==> src/rtl/lssp_pkg.sv <==
// Shared types and constants for the lidar sweep steering policy block.
// No dependencies; imported by the controller, datapath, top level, checker and bench.
`default_nettype none
package lssp_pkg;

    localparam int DIST_W  = 16;
    localparam int TIME_W  = 32;
    localparam int STEER_W = 5;
    localparam int CFG_W   = 32;
    localparam int CFGA_W  = 2;

    // action codes
    localparam logic [1:0] ACT_NONE   = 2'd0;
    localparam logic [1:0] ACT_AVOID  = 2'd1;
    localparam logic [1:0] ACT_ESCAPE = 2'd2;
    localparam logic [1:0] ACT_STEER  = 2'd3;

    // register indexes
    localparam logic [CFGA_W-1:0] CFG_NEAR_MAX = 2'd0;
    localparam logic [CFGA_W-1:0] CFG_NEAR_MIN = 2'd1;
    localparam logic [CFGA_W-1:0] CFG_STUCK    = 2'd2;

    localparam logic [DIST_W-1:0] NEAR_MAX_RST = 16'd40;
    localparam logic [DIST_W-1:0] NEAR_MIN_RST = 16'd5;
    localparam logic [TIME_W-1:0] STUCK_RST    = 32'd3000;

    // controller -> datapath
    typedef struct packed {
        logic load;      // latch input word, settle direction
        logic rw;        // store reading, read entry at longest index
        logic eval;      // classify, update tracking state
        logic scan;      // issue one rescan read
        logic out_load;  // move result into output register
    } t_cmd;

    // datapath -> controller
    typedef struct packed {
        logic need_scan;
        logic scan_last;
        logic out_free;
    } t_sts;

endpackage
`default_nettype wire

==> src/rtl/lssp_ram.sv <==
// Generic single write port, single read port RAM with registered read.
// No dependencies.
`default_nettype none
module lssp_ram #(
    parameter int WIDTH = 16,
    parameter int DEPTH = 32
) (
    input  wire logic                     i_clk,
    input  wire logic                     i_we,
    input  wire logic [$clog2(DEPTH)-1:0] i_waddr,
    input  wire logic [WIDTH-1:0]         i_wdata,
    input  wire logic [$clog2(DEPTH)-1:0] i_raddr,
    output logic      [WIDTH-1:0]         o_rdata
);

    logic [WIDTH-1:0] r_mem [DEPTH];
    logic [WIDTH-1:0] r_rdata;

    always_ff @(posedge i_clk) begin
        if (i_we) begin
            r_mem[i_waddr] <= i_wdata;
        end
        r_rdata <= r_mem[i_raddr];
    end

    assign o_rdata = r_rdata;

endmodule
`default_nettype wire

==> src/rtl/lssp_ctrl.sv <==
// Sequencing state machine for the steering policy.
// Depends on lssp_pkg (t_cmd, t_sts).
`default_nettype none
module lssp_ctrl
    import lssp_pkg::*;
(
    input  wire logic i_clk,
    input  wire logic i_rst_n,
    input  wire logic i_in_valid,
    output logic      o_in_stall,
    input  wire t_sts i_sts,
    output t_cmd      o_cmd
);

    localparam logic [2:0] S_IDLE  = 3'd0;
    localparam logic [2:0] S_RW    = 3'd1;
    localparam logic [2:0] S_EVAL  = 3'd2;
    localparam logic [2:0] S_SCAN  = 3'd3;
    localparam logic [2:0] S_DRAIN = 3'd4;
    localparam logic [2:0] S_OUT   = 3'd5;

    logic [2:0] r_state;
    logic [2:0] n_state;

    always_comb begin
        n_state = r_state;
        o_cmd   = '0;
        case (r_state)
            S_IDLE: begin
                if (i_in_valid) begin
                    o_cmd.load = 1'b1;
                    n_state    = S_RW;
                end
            end
            S_RW: begin
                o_cmd.rw = 1'b1;
                n_state  = S_EVAL;
            end
            S_EVAL: begin
                o_cmd.eval = 1'b1;
                n_state    = i_sts.need_scan ? S_SCAN : S_OUT;
            end
            S_SCAN: begin
                o_cmd.scan = 1'b1;
                if (i_sts.scan_last) begin
                    n_state = S_DRAIN;
                end
            end
            S_DRAIN: begin
                // last compare of the rescan lands here
                n_state = S_OUT;
            end
            S_OUT: begin
                if (i_sts.out_free) begin
                    o_cmd.out_load = 1'b1;
                    n_state        = S_IDLE;
                end
            end
            default: begin
                n_state = S_IDLE;
            end
        endcase
    end

    always_ff @(posedge i_clk) begin
        if (!i_rst_n) begin
            r_state <= S_IDLE;
        end else begin
            r_state <= n_state;
        end
    end

    assign o_in_stall = (r_state != S_IDLE);

endmodule
`default_nettype wire

==> src/rtl/lssp_dpath.sv <==
// Datapath: config registers, sweep state, reading store and rescan compare.
// Depends on lssp_pkg and lssp_ram.
`default_nettype none
module lssp_dpath
    import lssp_pkg::*;
#(
    parameter int POINTS = 32
) (
    input  wire logic               i_clk,
    input  wire logic               i_rst_n,
    input  wire logic               i_cfg_we,
    input  wire logic [CFGA_W-1:0]  i_cfg_index,
    input  wire logic [CFG_W-1:0]   i_cfg_data,
    input  wire logic [DIST_W-1:0]  i_distance_cm,
    input  wire logic [TIME_W-1:0]  i_now_ms,
    input  wire logic               i_out_stall,
    input  wire t_cmd               i_cmd,
    output t_sts                    o_sts,
    output logic                    o_out_valid,
    output logic                    o_sweep_right,
    output logic [1:0]              o_action,
    output logic                    o_avoid_toward_low,
    output logic [STEER_W-1:0]      o_steer_index
);

    localparam int             IW   = $clog2(POINTS);
    localparam logic [IW-1:0]  LAST = IW'(POINTS - 1);
    localparam logic [IW:0]    HALF = (IW+1)'(POINTS / 2);

    // config
    logic [DIST_W-1:0] r_near_max;
    logic [DIST_W-1:0] r_near_min;
    logic [TIME_W-1:0] r_stuck;

    // item and sweep state
    logic [DIST_W-1:0] r_dist;
    logic [TIME_W-1:0] r_now;
    logic [IW-1:0]     r_pos;
    logic              r_right;
    logic [IW-1:0]     r_long;
    logic              r_near_act;
    logic [TIME_W-1:0] r_near_since;
    logic [POINTS-1:0] r_valid;
    logic              r_rd_valid;
    logic [1:0]        r_action;
    logic              r_low;

    // rescan
    logic [IW-1:0]     r_scan_addr;
    logic [IW-1:0]     r_cmp_addr;
    logic              r_cmp_vld;
    logic              r_cmp_valid_bit;
    logic [DIST_W-1:0] r_best;

    // output register
    logic              r_out_valid;
    logic              r_out_right;
    logic [1:0]        r_out_action;
    logic              r_out_low;
    logic [IW-1:0]     r_out_long;

    logic              ram_we;
    logic [IW-1:0]     ram_raddr;
    logic [DIST_W-1:0] ram_rdata;

    logic [DIST_W-1:0] long_val;
    logic [DIST_W-1:0] scan_val;
    logic [TIME_W-1:0] elapsed;
    logic              is_near;
    logic              is_max;

    lssp_ram #(
        .WIDTH (DIST_W),
        .DEPTH (POINTS)
    ) u_ram (
        .i_clk   (i_clk),
        .i_we    (ram_we),
        .i_waddr (r_pos),
        .i_wdata (r_dist),
        .i_raddr (ram_raddr),
        .o_rdata (ram_rdata)
    );

    assign ram_we    = i_cmd.rw;
    assign ram_raddr = i_cmd.scan ? r_scan_addr : r_long;

    // entries never written read as zero
    assign long_val = (r_long == r_pos) ? r_dist : (r_rd_valid ? ram_rdata : '0);
    assign scan_val = r_cmp_valid_bit ? ram_rdata : '0;
    assign elapsed  = r_now - r_near_since;
    assign is_near  = (r_dist < r_near_max) && (r_dist > r_near_min);
    assign is_max   = (r_dist > long_val);

    assign o_sts.need_scan = !is_near && !is_max && (r_pos == r_long);
    assign o_sts.scan_last = (r_scan_addr == LAST);
    assign o_sts.out_free  = !r_out_valid || !i_out_stall;

    // config registers
    always_ff @(posedge i_clk) begin
        if (!i_rst_n) begin
            r_near_max <= NEAR_MAX_RST;
            r_near_min <= NEAR_MIN_RST;
            r_stuck    <= STUCK_RST;
        end else if (i_cfg_we) begin
            case (i_cfg_index)
                CFG_NEAR_MAX: r_near_max <= i_cfg_data[DIST_W-1:0];
                CFG_NEAR_MIN: r_near_min <= i_cfg_data[DIST_W-1:0];
                CFG_STUCK:    r_stuck    <= i_cfg_data[TIME_W-1:0];
                default: begin
                end
            endcase
        end
    end

    // control and sweep state
    always_ff @(posedge i_clk) begin
        if (!i_rst_n) begin
            r_pos        <= '0;
            r_right      <= 1'b1;
            r_long       <= '0;
            r_near_act   <= 1'b0;
            r_near_since <= '0;
            r_valid      <= '0;
            r_cmp_vld    <= 1'b0;
            r_out_valid  <= 1'b0;
        end else begin
            if (i_cmd.load) begin
                if (r_pos == LAST) begin
                    r_right <= 1'b0;
                end else if (r_pos <= IW'(1)) begin
                    r_right <= 1'b1;
                end
            end
            if (i_cmd.rw) begin
                r_valid[r_pos] <= 1'b1;
            end
            if (i_cmd.eval) begin
                if (is_near) begin
                    if (!r_near_act) begin
                        r_near_act   <= 1'b1;
                        r_near_since <= r_now;
                    end
                end else begin
                    r_near_act <= 1'b0;
                    if (is_max) begin
                        r_long <= r_pos;
                    end
                end
                if (r_right) begin
                    r_pos <= r_pos + 1'b1;
                end else if (r_pos != '0) begin
                    r_pos <= r_pos - 1'b1;
                end
            end
            r_cmp_vld <= i_cmd.scan;
            if (r_cmp_vld && (scan_val > r_best)) begin
                r_long <= r_cmp_addr;
            end
            if (i_cmd.out_load) begin
                r_out_valid <= 1'b1;
            end else if (!i_out_stall) begin
                r_out_valid <= 1'b0;
            end
        end
    end

    // payload registers
    always_ff @(posedge i_clk) begin
        if (i_cmd.load) begin
            r_dist <= i_distance_cm;
            r_now  <= i_now_ms;
        end
        if (i_cmd.rw) begin
            r_rd_valid <= r_valid[r_long];
        end
        if (i_cmd.eval) begin
            r_best      <= '0;
            r_scan_addr <= '0;
            r_low       <= is_near && ({1'b0, r_pos} < HALF);
            if (is_near) begin
                r_action <= (r_near_act && (elapsed > r_stuck)) ? ACT_ESCAPE : ACT_AVOID;
            end else if (is_max) begin
                r_action <= ACT_STEER;
            end else begin
                r_action <= ACT_NONE;
            end
        end
        if (i_cmd.scan) begin
            r_scan_addr     <= r_scan_addr + 1'b1;
            r_cmp_addr      <= r_scan_addr;
            r_cmp_valid_bit <= r_valid[r_scan_addr];
        end
        if (r_cmp_vld && (scan_val > r_best)) begin
            r_best <= scan_val;
        end
        if (i_cmd.out_load) begin
            r_out_right  <= r_right;
            r_out_action <= r_action;
            r_out_low    <= r_low;
            r_out_long   <= r_long;
        end
    end

    assign o_out_valid        = r_out_valid;
    assign o_sweep_right      = r_out_right;
    assign o_action           = r_out_action;
    assign o_avoid_toward_low = r_out_low;

    generate
        if (IW >= STEER_W) begin : g_steer_trunc
            assign o_steer_index = r_out_long[STEER_W-1:0];
        end else begin : g_steer_ext
            assign o_steer_index = {{(STEER_W-IW){1'b0}}, r_out_long};
        end
    endgenerate

endmodule
`default_nettype wire

==> src/rtl/lidar_sweep_steering_policy_core.sv <==
// Lidar sweep steering policy, top level. One word in flight at a time.
// Each word goes through load, store and read, evaluate, an optional rescan with
// its drain, and output; the rescan reads the reading store one entry per cycle
// through its single read port.
// Reset (synchronous, active low): config to 40/5/3000, store reads as zero
// through per-entry valid flops, position 0, direction right, no clearing pass.
`default_nettype none
module lidar_sweep_steering_policy_core
    import lssp_pkg::*;
#(
    parameter int POINTS = 32
) (
    input  wire logic              i_clk,
    input  wire logic              i_rst_n,
    input  wire logic              i_cfg_we,
    input  wire logic [CFGA_W-1:0] i_cfg_index,
    input  wire logic [CFG_W-1:0]  i_cfg_data,
    input  wire logic              i_in_valid,
    output logic                   o_in_stall,
    input  wire logic [DIST_W-1:0] i_distance_cm,
    input  wire logic [TIME_W-1:0] i_now_ms,
    output logic                   o_out_valid,
    input  wire logic              i_out_stall,
    output logic                   o_sweep_right,
    output logic [1:0]             o_action,
    output logic                   o_avoid_toward_low,
    output logic [STEER_W-1:0]     o_steer_index
);

    t_cmd cmd;
    t_sts sts;

    lssp_ctrl u_ctrl (
        .i_clk      (i_clk),
        .i_rst_n    (i_rst_n),
        .i_in_valid (i_in_valid),
        .o_in_stall (o_in_stall),
        .i_sts      (sts),
        .o_cmd      (cmd)
    );

    lssp_dpath #(
        .POINTS (POINTS)
    ) u_dpath (
        .i_clk              (i_clk),
        .i_rst_n            (i_rst_n),
        .i_cfg_we           (i_cfg_we),
        .i_cfg_index        (i_cfg_index),
        .i_cfg_data         (i_cfg_data),
        .i_distance_cm      (i_distance_cm),
        .i_now_ms           (i_now_ms),
        .i_out_stall        (i_out_stall),
        .i_cmd              (cmd),
        .o_sts              (sts),
        .o_out_valid        (o_out_valid),
        .o_sweep_right      (o_sweep_right),
        .o_action           (o_action),
        .o_avoid_toward_low (o_avoid_toward_low),
        .o_steer_index      (o_steer_index)
    );

endmodule
`default_nettype wire

==> config.mk <==
export PLATFORM = sky130hd
export DESIGN_NAME = lidar_sweep_steering_policy_core
export DESIGN_NICKNAME = d
export VERILOG_FILES = /design/src/rtl/lssp_pkg.sv /design/src/rtl/lssp_ram.sv /design/src/rtl/lssp_ctrl.sv /design/src/rtl/lssp_dpath.sv /design/src/rtl/lidar_sweep_steering_policy_core.sv
export SDC_FILE = /design/constraint.sdc
export NUM_CORES = 1
export LEC_CHECK = 0
export ABC_CLOCK_PERIOD_IN_PS = 5450
export BUFFER_PORTS_ARGS = -buffer_cell sky130_fd_sc_hd__buf_2
export CORE_UTILIZATION = 45
export CTS_CLUSTER_SIZE = 8
export DETAILED_ROUTE_END_ITERATION = 10
export PLACE_DENSITY = 0.67
export SETUP_SLACK_MARGIN = 0.3
export SYNTH_ARGS = -nofsm -noshare
export SYNTH_HDL_FRONTEND = slang
export SYNTH_HIERARCHICAL = 1
export SYNTH_SLANG_ARGS = --single-unit
export TNS_END_PERCENT = 1
==> constraint.sdc <==
create_clock -name i_clk -period 5.45 [get_ports i_clk]
set_clock_uncertainty 0.15 [all_clocks]
set_input_delay 0.545 -clock i_clk [delete_from_list [all_inputs] [get_ports i_clk]]
set_output_delay 0.545 -clock i_clk [all_outputs]
set_load 0.01 [all_outputs]
==> impl_metrics.env, run 1 <==
export IMPL_max_freq_mhz=211
export IMPL_first_iter_violations=1768
export IMPL_outcome="completed"
export IMPL_max_slew_worst_pin_slew_ns=1.16
export IMPL_final_hold_viol_count=0
export IMPL_switching_power_mw=3.87
export IMPL_die_area_um2=76600
export IMPL_root_buffer="clkbuf_16"
export IMPL_slew_limit_headroom_pct=22.6
export IMPL_vias=21400
export IMPL_grt_max_degree=84
export IMPL_rsz0062_at_grt="false"
export IMPL_rows=100
export IMPL_finalPower_mw=15.0
export IMPL_cp_end_kind="register"
export IMPL_detail_route_antenna_nets=0
export IMPL_die_w_um=277
export IMPL_leakage_nw=13.7
export IMPL_hpwl_um=52000
export IMPL_power_density_nw_per_um2=381
export IMPL_viasPerCell=5.65
export IMPL_startpoint="u_dpath/r_now[4]$_DFFE_PP_"
export IMPL_reg2reg_depth=18
export IMPL_overflow=0
export IMPL_layout_drive_gt1_share_pct=12.4
export IMPL_synth_seq_cells=761
export IMPL_critical_path_required_ns=5.71
export IMPL_floorplan_initialDensity_pct=45.6
export IMPL_antenna_found_initial=5
export IMPL_min_delay_start="i_cfg_data[1]"
export IMPL_timing_rr_start="u_dpath/r_now[4]$_DFFE_PP_"
export IMPL_start_kind="register"
export IMPL_seqPwrFrac_pct=45.7
export IMPL_ys_types=82
export IMPL_peakVddDrop_uv=256
export IMPL_grt_pass1_vias=21500
export IMPL_r2r_slack_ns=0.72
export IMPL_p_int_mw=11.1
export IMPL_setup_viol=0
export IMPL_cpMaxStageDelayCell="edfxtp_1"
export IMPL_post_route_min_period_ns=4.73
export IMPL_drc=0
export IMPL_final_util_pct=52.7
export IMPL_path_class="register to register"
export IMPL_crit_arrival_ns=4.99
export IMPL_syn2layout_area_growth_pct=15.6
export IMPL_switching_share_pct=25.9
export IMPL_syn_inst=2534
export IMPL_core_area_um2=74600
export IMPL_path_cells="ha_1 > a21o_1 > or3_1 > o21ai_1 > a32oi_2 > a21oi_2 > o21ai_0 > a21oi_1 > xnor2_1 > ha_1 > a21o_1 > a21o_1 > a221oi_1 > o221ai_1 > o211ai_1 > nand2b_1 > o211a_1 > a21o_1"
export IMPL_cp_top_family="compound AO/OA/AOI/OAI gates"
export IMPL_grt_use_total_pct=21.2
export IMPL_final_cell_mix="edfxtp_1, mux2i_1, nand2_1"
export IMPL_cts_tree="built"
export IMPL_synth_area_um2=34000
export IMPL_die_y_um=277
export IMPL_power_frac_clock_pct=40.0
export IMPL_cts_htree_levels=3
export IMPL_hold_depth=3
export IMPL_async_reset_ff_share_pct=0
export IMPL_synth_main_ff_cell="edfxtp_1"
export IMPL_path_clk_slew_ns=0.05
export IMPL_slowest_delay_ns=0.40
export IMPL_routedWlPerCell_um=21.7
export IMPL_ys_warn_count=6
export IMPL_nets=2975
export IMPL_grt_pass1_wl_um=124000
export IMPL_rr_endpoint="u_dpath/r_action[1]$_DFFE_PP_"
export IMPL_syn_avg_cell_area_um2=13.4
export IMPL_portBuffers=97
export IMPL_crit_path_end="u_dpath/r_action[1]$_DFFE_PP_"
export IMPL_final_max_slew_viol_count=0
export IMPL_hold_path_class="input pin to register"
export IMPL_crit_path_frequent_cell="a21o_1"
export IMPL_crit_fanout=5
export IMPL_max_cap_viol_count=0
export IMPL_synth_edf_count=600
export IMPL_io_pins=98
export IMPL_fin_crit_sh_pct=86.8
export IMPL_cts_sink_count=761
export IMPL_ys_seq_area_share_pct=62.5
export IMPL_combPwrFrac_pct=14.3
export IMPL_numCtsBuffers=105
export IMPL_syn_nets=2755
export IMPL_gp_congestion=0.841
export IMPL_firstDrtPassIters=5
export IMPL_path_depth=18
export IMPL_clock_latency_ns=0.67
export IMPL_wirelength_um=82200
export IMPL_clockBufferDepth=3
export IMPL_tns_ns=0
export IMPL_final_common_cell="edfxtp_1"
export IMPL_crit_buf_inv=0
metrics by stage:
stage	std cells	setup slack, ns	area [um^2]	hold slack (ns)
2_1_floorplan	2534	1.15	34000	0.250
6_report	3795	0.717	39300	0.0402
5_1_grt	3794	0.392	39300	0.0322
4_1_cts	3789	0.597	39300	0.00591
3_5_place_dp	3550	0.631	35600	0.288
3_3_place_gp	3550	0.656	35600	0.282
synth_stat cells (all sizes together), types with 16 or more instances:
cell type | count | share of area, %
ha | 133 | 4.9
dfxtp | 161 | 9.5
a31oi | 20 | 0.37
and3 | 35 | 0.64
nor2b | 41 | 0.75
nor2 | 104 | 1.2
edfxtp | 600 | 53
a21boi | 55 | 1.2
xnor2 | 26 | 0.67
o21a | 39 | 0.86
clkbuf | 59 | 0.66
o211ai | 16 | 0.38
and2 | 28 | 0.52
nor3 | 24 | 0.35
o21ai | 27 | 0.40
mux4 | 20 | 1.3
a21o | 42 | 0.93
mux2i | 294 | 8.7
nand4 | 34 | 0.63
a22o | 32 | 0.82
buf | 64 | 1.6
nand3 | 52 | 0.77
inv | 127 | 1.4
nand2 | 202 | 2.2
a22oi | 64 | 1.4
a21oi | 103 | 1.5
worst min path at each step:
| stage | slack (ns) | end |
|---|---|---|
| final | 0.04 | u_dpath/r_near_min[1]$_SDFFE_PN0P_ |
| after global routing | 0.03 | u_dpath/r_near_min[11]$_SDFFE_PN0P_ |
| after CTS | 0.006 | u_dpath/r_near_max[10]$_SDFFE_PN0P_ |
| after global placement | 0.28 | u_dpath/r_long[2]$_SDFFE_PN0P_ |
| after detailed placement | 0.29 | u_dpath/r_long[2]$_SDFFE_PN0P_ |
| after floorplan | 0.25 | u_dpath/o_action[0]$_DFFE_PP_ |
layout make-up:
cell class | count | area, um^2
tap | 969 | 1210
antenna | 6 | 15.0
clock inverter | 6 | 114
inverter | 127 | 477
sequential | 761 | 21200
clock buffer | 167 | 2910
timing repair buffer | 236 | 1750
fill | 6205 | 35300
multi-input combinational | 1523 | 11600
layer usage:
layer	global-route usage, %	wire (um)
met3	3.35	5270
met5	0	0
met4	8.87	2690
met2	35.0	39700
met1	27.8	34600
power by group through the flow:
stage	Combinational, mW	Sequential, mW	Clock [mW]
finish	2.13	6.83	5.99
global route	2.33	6.85	6.32
CTS	2.12	6.83	6.09
detailed placement	2.07	6.94	0
global placement	2.00	6.93	0
floorplan	1.44	6.87	0
sequential cells by signal (all words and copies together) (netlist names), 2 cells and up:
register               flops
u_dpath/u_ram/r_mem      512
u_dpath/r_near_since      32
u_dpath/r_now             32
u_dpath/r_stuck           32
u_dpath/r_valid           32
u_dpath/r_best            16
u_dpath/r_dist            16
u_dpath/r_near_max        16
u_dpath/r_near_min        16
u_dpath/u_ram/o_rdata     16
u_dpath/o_steer_index      5
u_dpath/r_cmp_addr         5
u_dpath/r_long             5
u_dpath/r_pos              5
u_dpath/r_scan_addr        5
u_ctrl/r_state             3
u_dpath/o_action           2
u_dpath/r_action           2
what timing repair did:
item | in CTS | in global routing
setup buffers | 0 | 0
setup endpoints to repair | 0 | 1
hold endpoints to repair | 67 | 0
gates resized for setup | 0 | 2
hold buffers | 66 | 0
cell families (layout without fill, tap and decap cells):
logic type	Yosys count	after routing	share of synthesized area [%]
AOI/OAI and AO/OA	444	444	9.13
xor gates and xnor gates	39	39	1.01
adders and majority gates	134	134	4.96
buffers and inverters	250	536	3.66
DFF	761	761	62.5
muxes	322	322	10.3
other	0	6	0
and+or+nand+nor	584	584	8.48
worst min-delay path, stage by stage:
cell	delay, ns
buf_2	0.12
nand2_1	0.05
a21boi_0	0.07
No activity file was read; power rests on OpenSTA's default activity.
==> run 2: changes to the inputs <==
--- a/config.mk
+++ b/config.mk
@@ -7,13 +7,12 @@
 export LEC_CHECK = 0
 export ABC_CLOCK_PERIOD_IN_PS = 5450
 export BUFFER_PORTS_ARGS = -buffer_cell sky130_fd_sc_hd__buf_2
-export CORE_UTILIZATION = 45
+export CORE_UTILIZATION = 55
 export CTS_CLUSTER_SIZE = 8
 export DETAILED_ROUTE_END_ITERATION = 10
-export PLACE_DENSITY = 0.67
+export PLACE_DENSITY = 0.78
 export SETUP_SLACK_MARGIN = 0.3
 export SYNTH_ARGS = -nofsm -noshare
 export SYNTH_HDL_FRONTEND = slang
-export SYNTH_HIERARCHICAL = 1
 export SYNTH_SLANG_ARGS = --single-unit
 export TNS_END_PERCENT = 1
==> impl_metrics.env, run 2 <==
export IMPL_power_density_nw_per_um2=374
export IMPL_dp_slack_ns=0.563
export IMPL_max_slew_worst_pin_slew_ns=1.29
export IMPL_grt_max_degree=129
export IMPL_vias=20700
export IMPL_crit_arrival_ns=5.11
export IMPL_layout_drive_gt1_share_pct=17.6
export IMPL_core_area_um2=59400
export IMPL_r2r_slack_ns=0.60
export IMPL_ys_types=71
export IMPL_drc=0
export IMPL_hold_path_class="input pin to register"
export IMPL_antenna_found_initial=5
export IMPL_first_iter_violations=1930
export IMPL_rows=89
export IMPL_leakage_nw=13.6
export IMPL_firstDrtPassIters=5
export IMPL_ys_seq_area_share_pct=63.9
export IMPL_final_common_cell="edfxtp_1"
export IMPL_floorplan_initialDensity_pct=56.0
export IMPL_die_area_um2=61400
export IMPL_cts_tree="built"
export IMPL_grt_use_met3_pct=5.83
export IMPL_start_kind="register"
export IMPL_synth_seq_cells=761
export IMPL_clockBufferDepth=3
export IMPL_clock_latency_ns=0.68
export IMPL_grt_use_met2_pct=44.3
export IMPL_syn_avg_cell_area_um2=14.6
export IMPL_cp_end_kind="register"
export IMPL_finalPower_mw=14.4
export IMPL_top_register="u_dpath.u_ram.r_mem"
export IMPL_die_w_um=248
export IMPL_crit_fanout=4
export IMPL_wirelength_um=82400
export IMPL_gr_usage_met1_pct=35.9
export IMPL_peakVddDrop_uv=342
export IMPL_tns_ns=0
export IMPL_path_class="register to register"
export IMPL_max_cap_viol_count=0
export IMPL_grt_pass1_vias=21000
export IMPL_synth_main_ff_cell="edfxtp_1"
export IMPL_synth_area_um2=33200
export IMPL_path_clk_slew_ns=0.05
export IMPL_rsz0062_at_grt="false"
export IMPL_slew_limit_headroom_pct=14.2
export IMPL_yosysTopAreaCell="edfxtp_1"
export IMPL_setup_viol=0
export IMPL_synth_common_cells="edfxtp_1, nand2_1, dfxtp_1, mux4_2, ha_1"
export IMPL_portBuffers=97
export IMPL_die_y_um=248
export IMPL_synthMostInstantiatedCell="edfxtp_1"
export IMPL_synth_edf_count=600
export IMPL_final_cell_mix="edfxtp_1, nand2_1, dfxtp_1"
export IMPL_hpwl_um=49300
export IMPL_ys_warn_count=0
export IMPL_synth_area_leaders="edfxtp_1, mux4_2, dfxtp_1"
export IMPL_overflow=0
export IMPL_largest_reg_flops=512
export IMPL_fin_crit_sh_pct=89.0
export IMPL_syn_inst=2277
export IMPL_path_cells="inv_1 > ha_1 > inv_1 > fa_1 > a211oi_2 > o211ai_1 > a211oi_2 > a211oi_2 > o31ai_2 > a21oi_2 > or4b_1 > nand3_1 > ha_1 > nand4_1 > nor3_1 > and3_1 > a31o_2 > nor3_1 > o21ai_1 > and2_1"
export IMPL_critical_path_required_ns=5.71
export IMPL_post_route_min_period_ns=4.85
export IMPL_io_pins=98
export IMPL_crit_path_frequent_cell="a211oi_2"
export IMPL_whs_ns=0.0351
export IMPL_max_freq_mhz=206
export IMPL_final_max_slew_viol_count=0
export IMPL_synth_top_area_share_pct=54.2
export IMPL_setup_slack_ns=0.597
export IMPL_final_hold_viol_count=0
export IMPL_cts_sink_count=761
export IMPL_nets=2723
export IMPL_grt_pass1_wl_um=124000
export IMPL_cpMaxStageDelayCell="or4b_1"
export IMPL_numCtsBuffers=105
export IMPL_outcome="completed"
export IMPL_gp_congestion=0.880
export IMPL_viasPerCell=6.15
export IMPL_grt_use_total_pct=27.4
export IMPL_root_buffer="clkbuf_16"
export IMPL_detail_route_antenna_nets=0
export IMPL_syn_nets=2499
export IMPL_slowest_delay_ns=0.53
export IMPL_top_usage_layer="met2"
export IMPL_syn2layout_area_growth_pct=15.9
export IMPL_routedWlPerCell_um=24.6
export IMPL_async_reset_ff_share_pct=0
export IMPL_cts_htree_levels=3
## run 2: final cells by class
cell class	instances	area (um^2)
Antenna cell	3	7.51
Multi-Input combinational cell	1288	11100
Clock buffer	179	2930
Fill cell	4003	20800
Sequential cell	761	21200
Inverter	121	454
Clock inverter	8	163
Tap cell	773	967
Timing Repair Buffer	224	1630
## run 2: cells by family (layout without fill, tap and decap cells)
family / after synthesis / in the layout / share of synthesized area [%]
xor+xnor: 37 / 37 / 0.975
simple gates: 581 / 581 / 8.50
flops: 761 / 761 / 63.9
mux: 202 / 202 / 11.7
fa+ha+maj: 135 / 135 / 5.10
other cells: 0 / 3 / 0
compound gates: 333 / 333 / 6.98
buf+inv: 228 / 532 / 2.88
## run 2: worst paths after layout
| check | cells past startpoint | startpoint | to |
|---|---|---|---|
| worst min register to register | 0 | u_dpath.r_action[0]$_DFFE_PP_ | u_dpath.o_action[0]$_DFFE_PP_ |
| worst max register to register | 20 | u_dpath.r_now[0]$_DFFE_PP_ | u_dpath.r_action[0]$_DFFE_PP_ |
| worst max-delay path | 20 | u_dpath.r_now[0]$_DFFE_PP_ | u_dpath.r_action[0]$_DFFE_PP_ |
| worst min-delay path | 3 | i_cfg_data[6] | u_dpath.r_stuck[6]$_SDFFE_PN0P_ |
## run 2: power breakdown
part	leakage (nW)	total [mW]	switching, mW	internal (mW)
logic	5.42	1.64	0.968	0.668
registers	6.74	6.67	0.162	6.51
clock network	1.46	6.08	2.45	3.63
total	13.6	14.4	3.58	10.8
## run 2: critical path, delay by kind of cell (launching register included)
family	cells	cell delay, ns
AND/OR/NAND/NOR	7	1.29
flip-flops	1	0.39
buffers and inverters	2	0.13
adder cells (fa/ha/maj)	3	0.84
AO/OA/AOI/OAI	8	1.82
## run 2: layer usage
layer / routed length, um / vias to the layer above / part of all wire (%)
met1: 31600 / 10300 / 38
li1: - / 9082 / -
met3: 7440 / 200 / 9.0
met4: 3460 / 0 / 4.2
met2: 40000 / 1082 / 48
met5: 0 / - / 0
## run 2: stage by stage
step	instances	cell area, um^2	utilization (%)
detailed placement	3104	34800	58.6
global placement	3104	34800	58.6
global route	3356	38500	64.9
CTS	3353	38500	64.8
finish	3357	38500	64.9
floorplan	2277	33200	-
## run 2: timing repair
action                                  CTS  global route
resized for setup                         0             4
setup buffers                             0             1
hold buffers                             62             0
endpoints found under the hold margin    63             0
endpoints found under the setup margin    0             2
